===== src/design/pra_pkg.sv =====
`timescale 1ns / 1ps

package pra_pkg;

    // Number of priority levels and width of each level's waiter count
    localparam int NUM_LEVELS = 11;
    localparam int WAIT_WIDTH = 8;
    localparam int LVL_IDX_W  = $clog2(NUM_LEVELS);

    localparam logic [WAIT_WIDTH-1:0] WAIT_MAX = {WAIT_WIDTH{1'b1}};

    // Field widths fixed by the interface
    localparam int LEVEL_W = 4;
    localparam int UNITS_W = 8;

    localparam logic [UNITS_W-1:0] MAX_UNITS_RESET = 8'd3;

    // Operation codes
    localparam logic FUNC_REQUEST = 1'b0;
    localparam logic FUNC_RELEASE = 1'b1;

    typedef struct packed {
        logic               func;
        logic [LEVEL_W-1:0] priority_req;
    } pra_in_t;

    typedef struct packed {
        logic               granted;
        logic               queued;
        logic               rejected;
        logic [LEVEL_W-1:0] handed_level;
        logic [UNITS_W-1:0] free_units;
    } pra_out_t;

endpackage


===== src/design/priority_resource_allocator.sv =====
`timescale 1ns / 1ps

// Counting resource allocator with per-level waiter counts. One transaction
// (request or release) is accepted per clock cycle when the output side keeps
// up. A transaction is first held in the input register; the allocation
// decision (priority encoder over the eleven levels plus counter updates)
// then loads the result register, which raises out_valid and holds the
// result until it is taken.
// A stalled output holds its result while one more transaction waits in the
// input register. max_units may only be written while no transaction is in
// flight; writing it never adjusts the current free count.
module priority_resource_allocator
    import pra_pkg::*;
(
    input  logic               clk,
    input  logic               rst_n,
    input  logic               in_valid,
    output logic               in_ready,
    input  pra_in_t            in_data,
    output logic               out_valid,
    input  logic               out_ready,
    output pra_out_t           out_data,
    input  logic               cfg_we,
    input  logic [UNITS_W-1:0] cfg_wdata
);

    logic     in_valid_reg;
    pra_in_t  in_data_reg;
    logic     out_valid_reg;
    pra_out_t out_data_reg;
    logic     advance;
    pra_out_t result;

    // Input stage moves forward when the result register is free or draining
    assign advance  = in_valid_reg && (!out_valid_reg || out_ready);
    assign in_ready = !in_valid_reg || advance;

    pra_alloc u_alloc (
        .clk       (clk),
        .rst_n     (rst_n),
        .step      (advance),
        .item      (in_data_reg),
        .cfg_we    (cfg_we),
        .cfg_wdata (cfg_wdata),
        .result    (result)
    );

    // Valid flags
    always_ff @(posedge clk or negedge rst_n)
    begin
        if (!rst_n)
        begin
            in_valid_reg  <= 1'b0;
            out_valid_reg <= 1'b0;
        end
        else
        begin
            if (in_valid && in_ready)
            begin
                in_valid_reg <= 1'b1;
            end
            else if (advance)
            begin
                in_valid_reg <= 1'b0;
            end

            if (advance)
            begin
                out_valid_reg <= 1'b1;
            end
            else if (out_ready)
            begin
                out_valid_reg <= 1'b0;
            end
        end
    end

    // Payload registers
    always_ff @(posedge clk)
    begin
        if (in_valid && in_ready)
        begin
            in_data_reg <= in_data;
        end
        if (advance)
        begin
            out_data_reg <= result;
        end
    end

    assign out_valid = out_valid_reg;
    assign out_data  = out_data_reg;

endmodule


===== src/design/pra_prio_enc.sv =====
`timescale 1ns / 1ps

module pra_prio_enc
    import pra_pkg::*;
(
    input  logic [NUM_LEVELS-1:0] req,
    output logic                  any,
    output logic [LVL_IDX_W-1:0]  idx
);

    // Highest set bit wins: later iterations override earlier ones
    always_comb
    begin
        idx = '0;
        for (int i = 0; i < NUM_LEVELS; i++)
        begin
            if (req[i])
            begin
                idx = LVL_IDX_W'(i);
            end
        end
    end

    assign any = |req;

endmodule


===== src/design/pra_alloc.sv =====
`timescale 1ns / 1ps

module pra_alloc
    import pra_pkg::*;
(
    input  logic               clk,
    input  logic               rst_n,
    input  logic               step,
    input  pra_in_t            item,
    input  logic               cfg_we,
    input  logic [UNITS_W-1:0] cfg_wdata,
    output pra_out_t           result
);

    logic [UNITS_W-1:0]    max_units_reg;
    logic [UNITS_W-1:0]    free_count_reg;
    logic [UNITS_W-1:0]    free_count_next;
    logic [WAIT_WIDTH-1:0] wait_reg [NUM_LEVELS];

    logic [NUM_LEVELS-1:0] nonzero;
    logic [NUM_LEVELS-1:0] full;
    logic                  waiter_any;
    logic [LVL_IDX_W-1:0]  waiter_idx;
    logic                  lvl_ok;
    logic [LVL_IDX_W-1:0]  lvl_idx;
    logic                  do_inc;
    logic                  do_dec;

    // Per-level status flags
    always_comb
    begin
        for (int i = 0; i < NUM_LEVELS; i++)
        begin
            nonzero[i] = (wait_reg[i] != '0);
            full[i]    = (wait_reg[i] == WAIT_MAX);
        end
    end

    // Highest level that has waiters
    pra_prio_enc u_prio_enc (
        .req (nonzero),
        .any (waiter_any),
        .idx (waiter_idx)
    );

    assign lvl_ok  = (32'(item.priority_req) < 32'(NUM_LEVELS));
    assign lvl_idx = LVL_IDX_W'(item.priority_req);

    // Request / release decision
    always_comb
    begin
        result          = '0;
        free_count_next = free_count_reg;
        do_inc          = 1'b0;
        do_dec          = 1'b0;
        if (item.func == FUNC_REQUEST)
        begin
            if (!lvl_ok)
            begin
                result.rejected = 1'b1;
            end
            else if (free_count_reg != '0)
            begin
                free_count_next = free_count_reg - 1'b1;
                result.granted  = 1'b1;
            end
            else if (!full[lvl_idx])
            begin
                do_inc        = 1'b1;
                result.queued = 1'b1;
            end
            else
            begin
                result.rejected = 1'b1;
            end
        end
        else
        begin
            if (waiter_any)
            begin
                do_dec              = 1'b1;
                result.granted      = 1'b1;
                result.handed_level = LEVEL_W'(waiter_idx);
            end
            else if (free_count_reg >= max_units_reg)
            begin
                result.rejected = 1'b1;
            end
            else
            begin
                free_count_next = free_count_reg + 1'b1;
            end
        end
        result.free_units = free_count_next;
    end

    // Limit and free count
    always_ff @(posedge clk or negedge rst_n)
    begin
        if (!rst_n)
        begin
            max_units_reg  <= MAX_UNITS_RESET;
            free_count_reg <= MAX_UNITS_RESET;
        end
        else
        begin
            if (cfg_we)
            begin
                max_units_reg <= cfg_wdata;
            end
            if (step)
            begin
                free_count_reg <= free_count_next;
            end
        end
    end

    // One waiter counter per level
    for (genvar g = 0; g < NUM_LEVELS; g++)
    begin : g_lane
        always_ff @(posedge clk or negedge rst_n)
        begin
            if (!rst_n)
            begin
                wait_reg[g] <= '0;
            end
            else if (step)
            begin
                if (do_inc && (lvl_idx == LVL_IDX_W'(g)))
                begin
                    wait_reg[g] <= wait_reg[g] + 1'b1;
                end
                else if (do_dec && (waiter_idx == LVL_IDX_W'(g)))
                begin
                    wait_reg[g] <= wait_reg[g] - 1'b1;
                end
            end
        end
    end

    // Checks
    a_flags_exclusive: assert property (@(posedge clk) disable iff (!rst_n)
        step |-> $onehot0({result.granted, result.queued, result.rejected}))
        else $error("more than one outcome flag set");

    a_queue_only_when_empty: assert property (@(posedge clk) disable iff (!rst_n)
        (step && result.queued) |-> (free_count_reg == '0))
        else $error("request queued while units were free");

    a_free_stable_when_idle: assert property (@(posedge clk) disable iff (!rst_n)
        !step |=> $stable(free_count_reg))
        else $error("free count changed without a transaction");

endmodule

===== config.mk =====
export PLATFORM = sky130hd
export DESIGN_NAME = priority_resource_allocator
export DESIGN_NICKNAME = d
export VERILOG_FILES = /design/src/design/pra_pkg.sv /design/src/design/priority_resource_allocator.sv /design/src/design/pra_prio_enc.sv /design/src/design/pra_alloc.sv
export SDC_FILE = /design/constraint.sdc
export NUM_CORES = 1
export LEC_CHECK = 0
export BUFFER_PORTS_ARGS = -buffer_cell sky130_fd_sc_hd__buf_2
export CAP_MARGIN = 40
export CORE_ASPECT_RATIO = 0.75
export CORE_UTILIZATION = 40
export CTS_CLUSTER_SIZE = 25
export DETAILED_ROUTE_END_ITERATION = 12
export PLACE_DENSITY = 0.62
export SLEW_MARGIN = 20
export SYNTH_ARGS = -nofsm -noshare
export SYNTH_HDL_FRONTEND = slang
export SYNTH_SLANG_ARGS = --single-unit
export TNS_END_PERCENT = 50

===== constraint.sdc =====
create_clock -name clk -period 4.8 [get_ports clk]
set_clock_uncertainty 0.2 [all_clocks]
set_input_delay 0.24 -clock clk [delete_from_list [all_inputs] [get_ports clk]]
set_output_delay 0.24 -clock clk [all_outputs]
set_load 0.01 [all_outputs]

==> results.toml, run 1 <==
[run_status]
status = "finished, final reports clean"

[floorplanning]
rows = 47
ios = 35
dieArea_um2 = 23100
die_w_um = 175
die_h_um = 132
core_area_um2 = 22100
start_util = 0.408

[worst_setup_path]
cp.arrival_ns = 4.45
criticalPathCategory = "flop to flop"
cp_slowest_cell = "nor4_2"
crit_chain = "nand2b_1, o31ai_1, nor4_2, nand3_1, ha_1, a21o_1, a211oi_1, nor2_1, o41ai_1, o21ai_0, o211ai_1, xnor2_1"
cp-end-kind = "flop"
cp_max_fo = 11
required_ns = 4.94
start_kind = "flop"
cpPeakStageDelay_ns = 0.68

[placed_design]
io_buffer_count = 34
place_hpwl_mm = 15.0
gp_congestion = 0.838

[synth]
synth_ff_type = "dfrtp_1"
ys_ff_latch = 126
ys_types = 77
synth_area_leaders = "dfrtp_1 28%, ha_1 11%, edfxtp_1 6.7%"
async_flop_share = 0.841
synth.top_cells.by_count = "102 x dfrtp_1, 76 x ha_1, 58 x nand2_1"
synth_top_area_cell = "dfrtp_1"
syn_area_per_cell_um2 = 10.5
syn_nets = 967
synth-seq-area-share = 0.361
netlist_area_um2 = 9010
synth_enable_flop_cells = 20
synth_top_area_frac = 0.283
synth_cells = 862
synth_most_common_cell = "dfrtp_1"
yosysWarnings = 0

[layout]
area_growth_pct = 15.8
nNetsFinal = 1041
drive_above_1_share = 0.166
nFillCells = 2086
largest_register_ffs = 88
antennaDiodeCount = 0
post-route-util = 0.472

[clock_network]
cts_tree = "built"
clk_root_buffer_cell = "clkbuf_16"
cts_setup_buffers = 0
numCtsBuffers = 17
clkTransAtPathRegs_ns = 0.06
cts_sinks = 126
cts_hold_buffers = 29
insertion_delay_ns = 0.42
cts_max_path_buffers = 2
h-tree-depth = 4
cts_resized = 0

[drt]
post_drt_via_cell_ratio = 5.50
antenna_left = 0
wl_mm = 20.8
vias = 6840
initialDrtViolationCount = 469
drt-pass1-iter-count = 4
drc = 0
wl_per_cell_um = 16.7

[global_route]
grt_start_max_net_pins = 54
antenna_found_initial = 0
grt_pass1_wl_mm = 35.0
track_usage = 0.190
grt_pass1_vias = 6717
grt_overflow = 0

[timing]
hold_viol = 0
fmax_mhz = 232
max_slew_margin = 0.457
finalSetupViolCount = 0
report.final.slew_viol_count = 0
finalSetupTns_ns = 0
finalCritPeriodShare = 0.899
tightest_slew_ns = 0.814
period_needed_ns = 4.31
rsz0062_at_grt = "no"

[power_and_ir_drop]
ir_drop_mv = 0.216
p_leak_nw = 4.58
power.density_nw_per_um2 = 400

[flow_run]
drv_cap = 0

[worst_hold_path]
hold_class = "input port to asynchronous set/reset pin"
==> critical path: cells and delay by family (launching register included) <==
kind	cells	cell delay (ns)
simple gates	4	1.54
compound gates	6	1.32
flops	1	0.59
fa+ha+maj	1	0.43
xor+xnor	1	0.14
==> power by group <==
group | switching (mW) | internal (mW)
combinational | 0.725 | 0.667
sequential | 0.218 | 1.27
clock | 0.525 | 0.772
total | 1.47 | 2.71
==> cells in the final DEF, fill, tap and decap left out, types with 8 or more instances in the layout <==
cell / Yosys / final
buf_2: 4 / 33
a21o_1: 40 / 40
mux2_1: 11 / 11
nand2_1: 58 / 58
a21oi_1: 43 / 43
inv_1: 33 / 33
fa_1: 11 / 11
nor2_1: 27 / 27
or3_1: 9 / 9
o21ai_0: 49 / 49
xnor2_1: 55 / 55
nor4_1: 14 / 14
nand2b_1: 8 / 8
nor4_2: 12 / 12
nand4_1: 27 / 27
mux2_4: 12 / 12
mux2i_1: 13 / 13
dlygate4sd3_1: 0 / 29
o21bai_1: 10 / 10
nor3_1: 24 / 24
nand3_1: 15 / 15
ha_1: 76 / 76
and2_1: 8 / 8
a211oi_1: 11 / 11
xor2_1: 24 / 24
edfxtp_1: 20 / 20
dfrtp_1: 102 / 102
clkbuf_16: 0 / 17
mux2_2: 25 / 25
o211ai_1: 13 / 13
==> stage by stage <==
stage	instances	cell area, um^2	power, mW	worst slack (ns)	hold slack [ns]
floorplan	862	9010	2.53	1.30	-0.256
global placement	1180	9530	2.82	0.672	0.195
detailed placement	1181	9560	2.84	0.588	-0.102
CTS	1242	10400	4.20	0.554	0.00552
global route	1243	10400	4.45	0.168	0.0204
finish	1243	10400	4.18	0.486	0.00416
==> cell type report <==
class	count	area, um^2	area share
Multi-Input combinational cell	687	5560	0.533
Clock buffer	17	425	0.0408
Tap cell	294	368	0.0352
Clock inverter	15	163	0.0156
Sequential cell	126	3260	0.312
Inverter	33	124	0.0119
Timing Repair Buffer	71	541	0.0518
==> logic make-up (layout without fill, tap and decap cells) <==
kind of cell	count (synthesis)	after routing	synth area share
AND/OR/NAND/NOR	244	244	0.164
AO/OA/AOI/OAI	216	216	0.167
flip-flops	126	126	0.361
adder cells (fa/ha/maj)	87	87	0.130
XOR/XNOR	79	79	0.0768
multiplexers	61	61	0.0794
buffers and inverters	49	136	0.0218
==> worst paths after layout <==
kind / startpoint / end / slack (ns) / cells after the start
worst max-delay path: in_data_reg[0]$_DFFE_PP_ / u_alloc.wait_reg[87]$_DFFE_PN0P_ / 0.49 / 12
worst min-delay path: rst_n / u_alloc.wait_reg[32]$_DFFE_PN0P_ / 0.004 / 2
worst max register to register: in_data_reg[0]$_DFFE_PP_ / u_alloc.wait_reg[87]$_DFFE_PN0P_ / 0.49 / 12
worst min register to register: in_valid_reg$_DFFE_PN0P_ / out_valid$_DFFE_PN0P_ / 0.30 / 1
max in group asynchronous: rst_n / u_alloc.wait_reg[75]$_DFFE_PN0P_ / 3.53 / 3
min in group clk: cfg_we / u_alloc.max_units_reg[2]$_DFFE_PN0P_ / 0.02 / 3
==> layer usage <==
| metal | part of all wire | up-vias | track usage |
|---|---|---|---|
| li1 | - | 3419 | - |
| met1 | 0.52 | 3283 | 0.282 |
| met2 | 0.43 | 130 | 0.274 |
| met3 | 0.048 | 8 | 0.0533 |
| met4 | 0.0048 | 0 | 0.0377 |
| met5 | 0 | - | 0 |
(Power assumes the default switching activity.)
==> inputs of run 2 (changes only) <==
- PLACE_DENSITY: 0.62 -> not set
==> run 2 against run 1 <==
Clock-buffer cell count up 2. Sequential share of layout area about the same. Routed wire length up 1.1%. Non-clock buffer count increased by 1. Worst hold slack improved by 0.022 ns. Worst setup slack gained 0.21 ns. Total power shrank 0.40%. Combinational power is essentially flat. Utilization hardly changed. Flip-flop and latch count unchanged.
==> results.toml, run 2 (synthesis gave the netlist of run 1 again) <==
[clock_network]
cts_sinks = 126
h-tree-depth = 4
clkTransAtPathRegs_ns = 0.07
cts_setup_buffers = 0
cts_resized = 0
cts_hold_buffers = 31
cts_max_path_buffers = 2
clk_root_buffer_cell = "clkbuf_16"
insertion_delay_ns = 0.43
numCtsBuffers = 17
cts_tree = "built"

[timing]
fmax_mhz = 244
finalSetupViolCount = 0
max_slew_margin = 0.534
finalCritPeriodShare = 0.854
setup_ws_ns = 0.700
report.final.slew_viol_count = 0
tightest_slew_ns = 0.699
period_needed_ns = 4.10
rsz0062_at_grt = "no"
finalSetupTns_ns = 0
hold_viol = 0
whs_ns = 0.0258

[layout]
nNetsFinal = 1042
final_cells = 1244
drive_above_1_share = 0.165
largest_register_ffs = 88
nFillCells = 2072
antennaDiodeCount = 0
area_growth_pct = 15.7
layout_commonest_cell = "dfrtp_1"
design_area_um2 = 10400
layout_common_cells = "102 x dfrtp_1, 76 x ha_1, 58 x nand2_1"

[placed_design]
placedCellCount = 1180
gp_congestion = 0.848
pre_cts_ws_ns = 0.755
place_area_um2 = 9530
place_hpwl_mm = 15.1
io_buffer_count = 34

[worst_setup_path]
criticalPathCategory = "flop to flop"
rr_endpoint = "u_alloc.wait_reg[70]$_DFFE_PN0P_"
r2r_start = "in_data_reg[0]$_DFFE_PP_"
start_kind = "flop"
crit_chain = "nand2b_1, o31ai_1, nor4_2, nand4b_1, ha_1, nor2b_1, o21ai_0, nand2b_1, a21o_1, a21oi_1, xnor2_1, mux2_1"
cpPeakStageDelay_ns = 0.63
cp_num_buf_inv = 0
ff2ff_setup_slack_ns = 0.70
cp-end-kind = "flop"
crit_family = "simple AND/OR/NAND/NOR gates"
cp.arrival_ns = 4.20
cp_slowest_cell = "nor4_2"
cp_max_fo = 11
required_ns = 4.90
cpMostUsedCell = "nand2b_1"
r2r_cells = 12

[floorplanning]
die_h_um = 132
start_util = 0.408
core_area_um2 = 22100
rows = 47
die_w_um = 175
ios = 35
dieArea_um2 = 23100

[flow_run]
drv_cap = 0

[drt]
wl_per_cell_um = 16.9
wl_mm = 21.0
post_drt_via_cell_ratio = 5.52
drt-pass1-iter-count = 4
initialDrtViolationCount = 424
antenna_left = 0
drc = 0
vias = 6862

[global_route]
grt_pass1_vias = 6613
grt_pass1_wl_mm = 34.9
grt_start_max_net_pins = 46
track_usage = 0.191
grt_overflow = 0
antenna_found_initial = 0

[power_and_ir_drop]
p_leak_nw = 4.59
ir_drop_mv = 0.169
power.density_nw_per_um2 = 399

[run_status]
status = "finished, final reports clean"

[worst_hold_path]
hold_class = "input port to asynchronous set/reset pin"
[run 2: through the flow]
step	util	power (mW)
2_1_floorplan	-	2.53
3_3_place_gp	0.431	2.82
3_5_place_dp	0.431	2.84
4_1_cts	0.471	4.19
5_1_grt	0.472	4.43
6_report	0.472	4.16
[run 2: layer usage]
metal | share of wire | global-route usage | routed length, um | up-vias
li1 | - | - | - | 3425
met1 | 0.53 | 0.289 | 11200 | 3282
met2 | 0.41 | 0.271 | 8650 | 126
met3 | 0.037 | 0.0349 | 786 | 29
met4 | 0.017 | 0.0647 | 352 | 0
met5 | 0 | 0 | 0 | -
[run 2: worst reg2reg max path, delay by kind of cell, from the launching register on]
| kind | cells | cell delay (ns) |
|---|---|---|
| DFF | 1 | 0.55 |
| xor gates and xnor gates | 1 | 0.08 |
| muxes | 1 | 0.28 |
| AOI/OAI and AO/OA | 4 | 0.64 |
| adders and majority gates | 1 | 0.53 |
| and+or+nand+nor | 5 | 1.71 |
[run 2: layout make-up]
cell class | instances | area, um^2 | area share
clock buffers | 19 | 475 | 0.0456
clock inverters | 13 | 110 | 0.0106
inverters | 33 | 124 | 0.0119
multi-input cells | 687 | 5560 | 0.533
flip-flops and latches | 126 | 3260 | 0.312
well taps | 294 | 368 | 0.0353
repair buffers | 72 | 536 | 0.0513
[run 2: how the worst max path moves through the flow]
stage / slack, ns / endpoint / cells past startpoint / from
final: 0.70 / u_alloc.wait_reg[70]$_DFFE_PN0P_ / 12 / in_data_reg[0]$_DFFE_PP_
after global routing: 0.45 / u_alloc.wait_reg[87]$_DFFE_PN0P_ / 12 / in_data_reg[0]$_DFFE_PP_
after CTS: 0.76 / u_alloc.wait_reg[70]$_DFFE_PN0P_ / 12 / in_data_reg[0]$_DFFE_PP_
after detailed placement: 0.76 / u_alloc.wait_reg[71]$_DFFE_PN0P_ / 12 / in_data_reg[0]$_DFFE_PP_
after global placement: 0.85 / u_alloc.wait_reg[71]$_DFFE_PN0P_ / 12 / in_data_reg[0]$_DFFE_PP_
after floorplan: 1.30 / u_alloc.wait_reg[54]$_DFFE_PN0P_ / 13 / u_alloc.free_count_reg[2]$_DFFE_PN0P_
[run 2: power by group]
group          internal (mW)  total (mW)  switching (mW)
combinational          0.662        1.36           0.701
sequential              1.27        1.49           0.223
clock                  0.741        1.31           0.564
==> inputs of run 3 (changes only) <==
- clock period: 4.8 -> 3.8 ns (I/O delays scaled with it)
==> run 3 against run 2 <==
Combinational power increased by 32%. Utilization increased by 1.4 points. Maximum frequency increased by 12%. Critical endpoint is now u_alloc.wait_reg[30]$_DFFE_PN0P_. Largest cell class unchanged. Largest power group unchanged.
==> results.toml, run 3 (synthesis gave the netlist of run 1 again) <==
[floorplanning]
rows = 47
dieArea_um2 = 23100
core_area_um2 = 22100
die_h_um = 132
die_w_um = 175
start_util = 0.408
ios = 35

[worst_hold_path]
hold_class = "input port to asynchronous set/reset pin"

[worst_setup_path]
cp-end-kind = "flop"
cpMostUsedCell = "a21o_1"
crit_family = "simple AND/OR/NAND/NOR gates"
required_ns = 3.91
cp_num_buf_inv = 1
cp_slowest_cell = "fa_1"
cpPeakStageDelay_ns = 0.56
criticalPathCategory = "flop to flop"
cp_max_fo = 7
start_kind = "flop"
cp.arrival_ns = 3.77
crit_chain = "buf_4, nand2b_1, nor3_1, nor4_2, nand3_1, fa_1, a21o_1, a21o_1, a21o_1, a21oi_1, xnor2_1, mux2_1"

[timing]
max_slew_margin = 0.567
fmax_mhz = 273
finalSetupViolCount = 0
period_needed_ns = 3.67
whs_ns = 0.188
rsz0062_at_grt = "yes"
report.final.slew_viol_count = 0
hold_viol = 0
setup_ws_ns = 0.134
tightest_slew_ns = 0.643
finalCritPeriodShare = 0.965

[placed_design]
io_buffer_count = 34
place_hpwl_mm = 15.5
pre_cts_ws_ns = 0.0798
gp_congestion = 0.872
place_area_um2 = 9740

[clock_network]
h-tree-depth = 4
cts_tree = "built"
clk_root_buffer_cell = "clkbuf_16"
cts_max_path_buffers = 2
insertion_delay_ns = 0.43
clkTransAtPathRegs_ns = 0.06
numCtsBuffers = 17
cts_sinks = 126

[drt]
initialDrtViolationCount = 553
wl_mm = 21.3
wl_per_cell_um = 16.7
post_drt_via_cell_ratio = 5.49
antenna_left = 0
drt-pass1-iter-count = 5
drc = 0
vias = 6999

[layout]
largest_register_ffs = 88
antennaDiodeCount = 0
layout_common_cells = "102 x dfrtp_1, 74 x ha_1, 57 x nand2_1"
post-route-util = 0.485
nNetsFinal = 1073
drive_above_1_share = 0.196
layout_commonest_cell = "dfrtp_1"
design_area_um2 = 10700
area_growth_pct = 19.1

[global_route]
grt_pass1_vias = 6745
grt_overflow = 0
track_usage = 0.194
grt_pass1_wl_mm = 35.4
grt_start_max_net_pins = 103
antenna_found_initial = 0

[power_and_ir_drop]
power.density_nw_per_um2 = 493
p_leak_nw = 4.73
ir_drop_mv = 0.275

[flow_run]
drv_cap = 0

[run_status]
status = "finished, final reports clean"
==> run 3: changes by cell type in the layout (fill, tap and decap cells not counted), sizes merged <==
cell         before  now
clkinv            2    6
dlygate4sd3      31   33
buf              40   70
inv              44   33
clkinvlp          0    3
bufinv            0    3
==> run 3: metal layers <==
metal | track usage | share of wire | up-vias
li1 | - | - | 3473
met1 | 0.292 | 0.53 | 3352
met2 | 0.272 | 0.41 | 151
met3 | 0.0502 | 0.049 | 23
met4 | 0.0512 | 0.012 | 0
met5 | 0 | 0 | -
==> run 3: worst min-delay path, stage by stage <==
cell	delay, ns
dlygate4sd3_1	0.53
buf_4	0.12
buf_12	0.42
==> run 3: worst paths after layout <==
kind / start / endpoint / slack (ns) / depth (start not counted)
worst max-delay path: in_data_reg[1]$_DFFE_PP_ / u_alloc.wait_reg[30]$_DFFE_PN0P_ / 0.13 / 12
worst min-delay path: rst_n / u_alloc.wait_reg[6]$_DFFE_PN0P_ / 0.19 / 3
worst max register to register: in_data_reg[1]$_DFFE_PP_ / u_alloc.wait_reg[30]$_DFFE_PN0P_ / 0.13 / 12
worst min register to register: u_alloc.wait_reg[39]$_DFFE_PN0P_ / u_alloc.wait_reg[39]$_DFFE_PN0P_ / 0.30 / 1
max in group asynchronous: rst_n / u_alloc.wait_reg[82]$_DFFE_PN0P_ / 2.73 / 3
min in group clk: in_data[3] / in_data_reg[3]$_DFFE_PP_ / 0.28 / 2
==> run 3: timing repair <==
action | CTS | global route
hold endpoints to repair | 117 | 0
buffers inserted | 0 | 2
resized for setup | 0 | 13
endpoints found under the setup margin | 0 | 17
hold buffers | 33 | 0
==> run 3: area by class of cell <==
type | count | area (um^2)
repair buffers | 103 | 787
multi-input cells | 687 | 5620
inverters | 33 | 124
fillers | 2040 | 11400
well taps | 294 | 368
clock buffers | 20 | 437
flip-flops and latches | 126 | 3260
clock inverters | 12 | 145
==> run 3: where the power goes <==
group	switching [mW]	internal, mW
clock network	0.614	1.02
logic	0.925	0.879
registers	0.249	1.61
==> run 3: stage by stage <==
stage          total power, mW  TNS (ns)  instances
2_1_floorplan             3.20         0        862
3_3_place_gp              3.59         0       1206
3_5_place_dp              3.61         0       1206
4_1_cts                   5.33         0       1271
5_1_grt                   5.67   -0.0704       1275
6_report                  5.30         0       1275
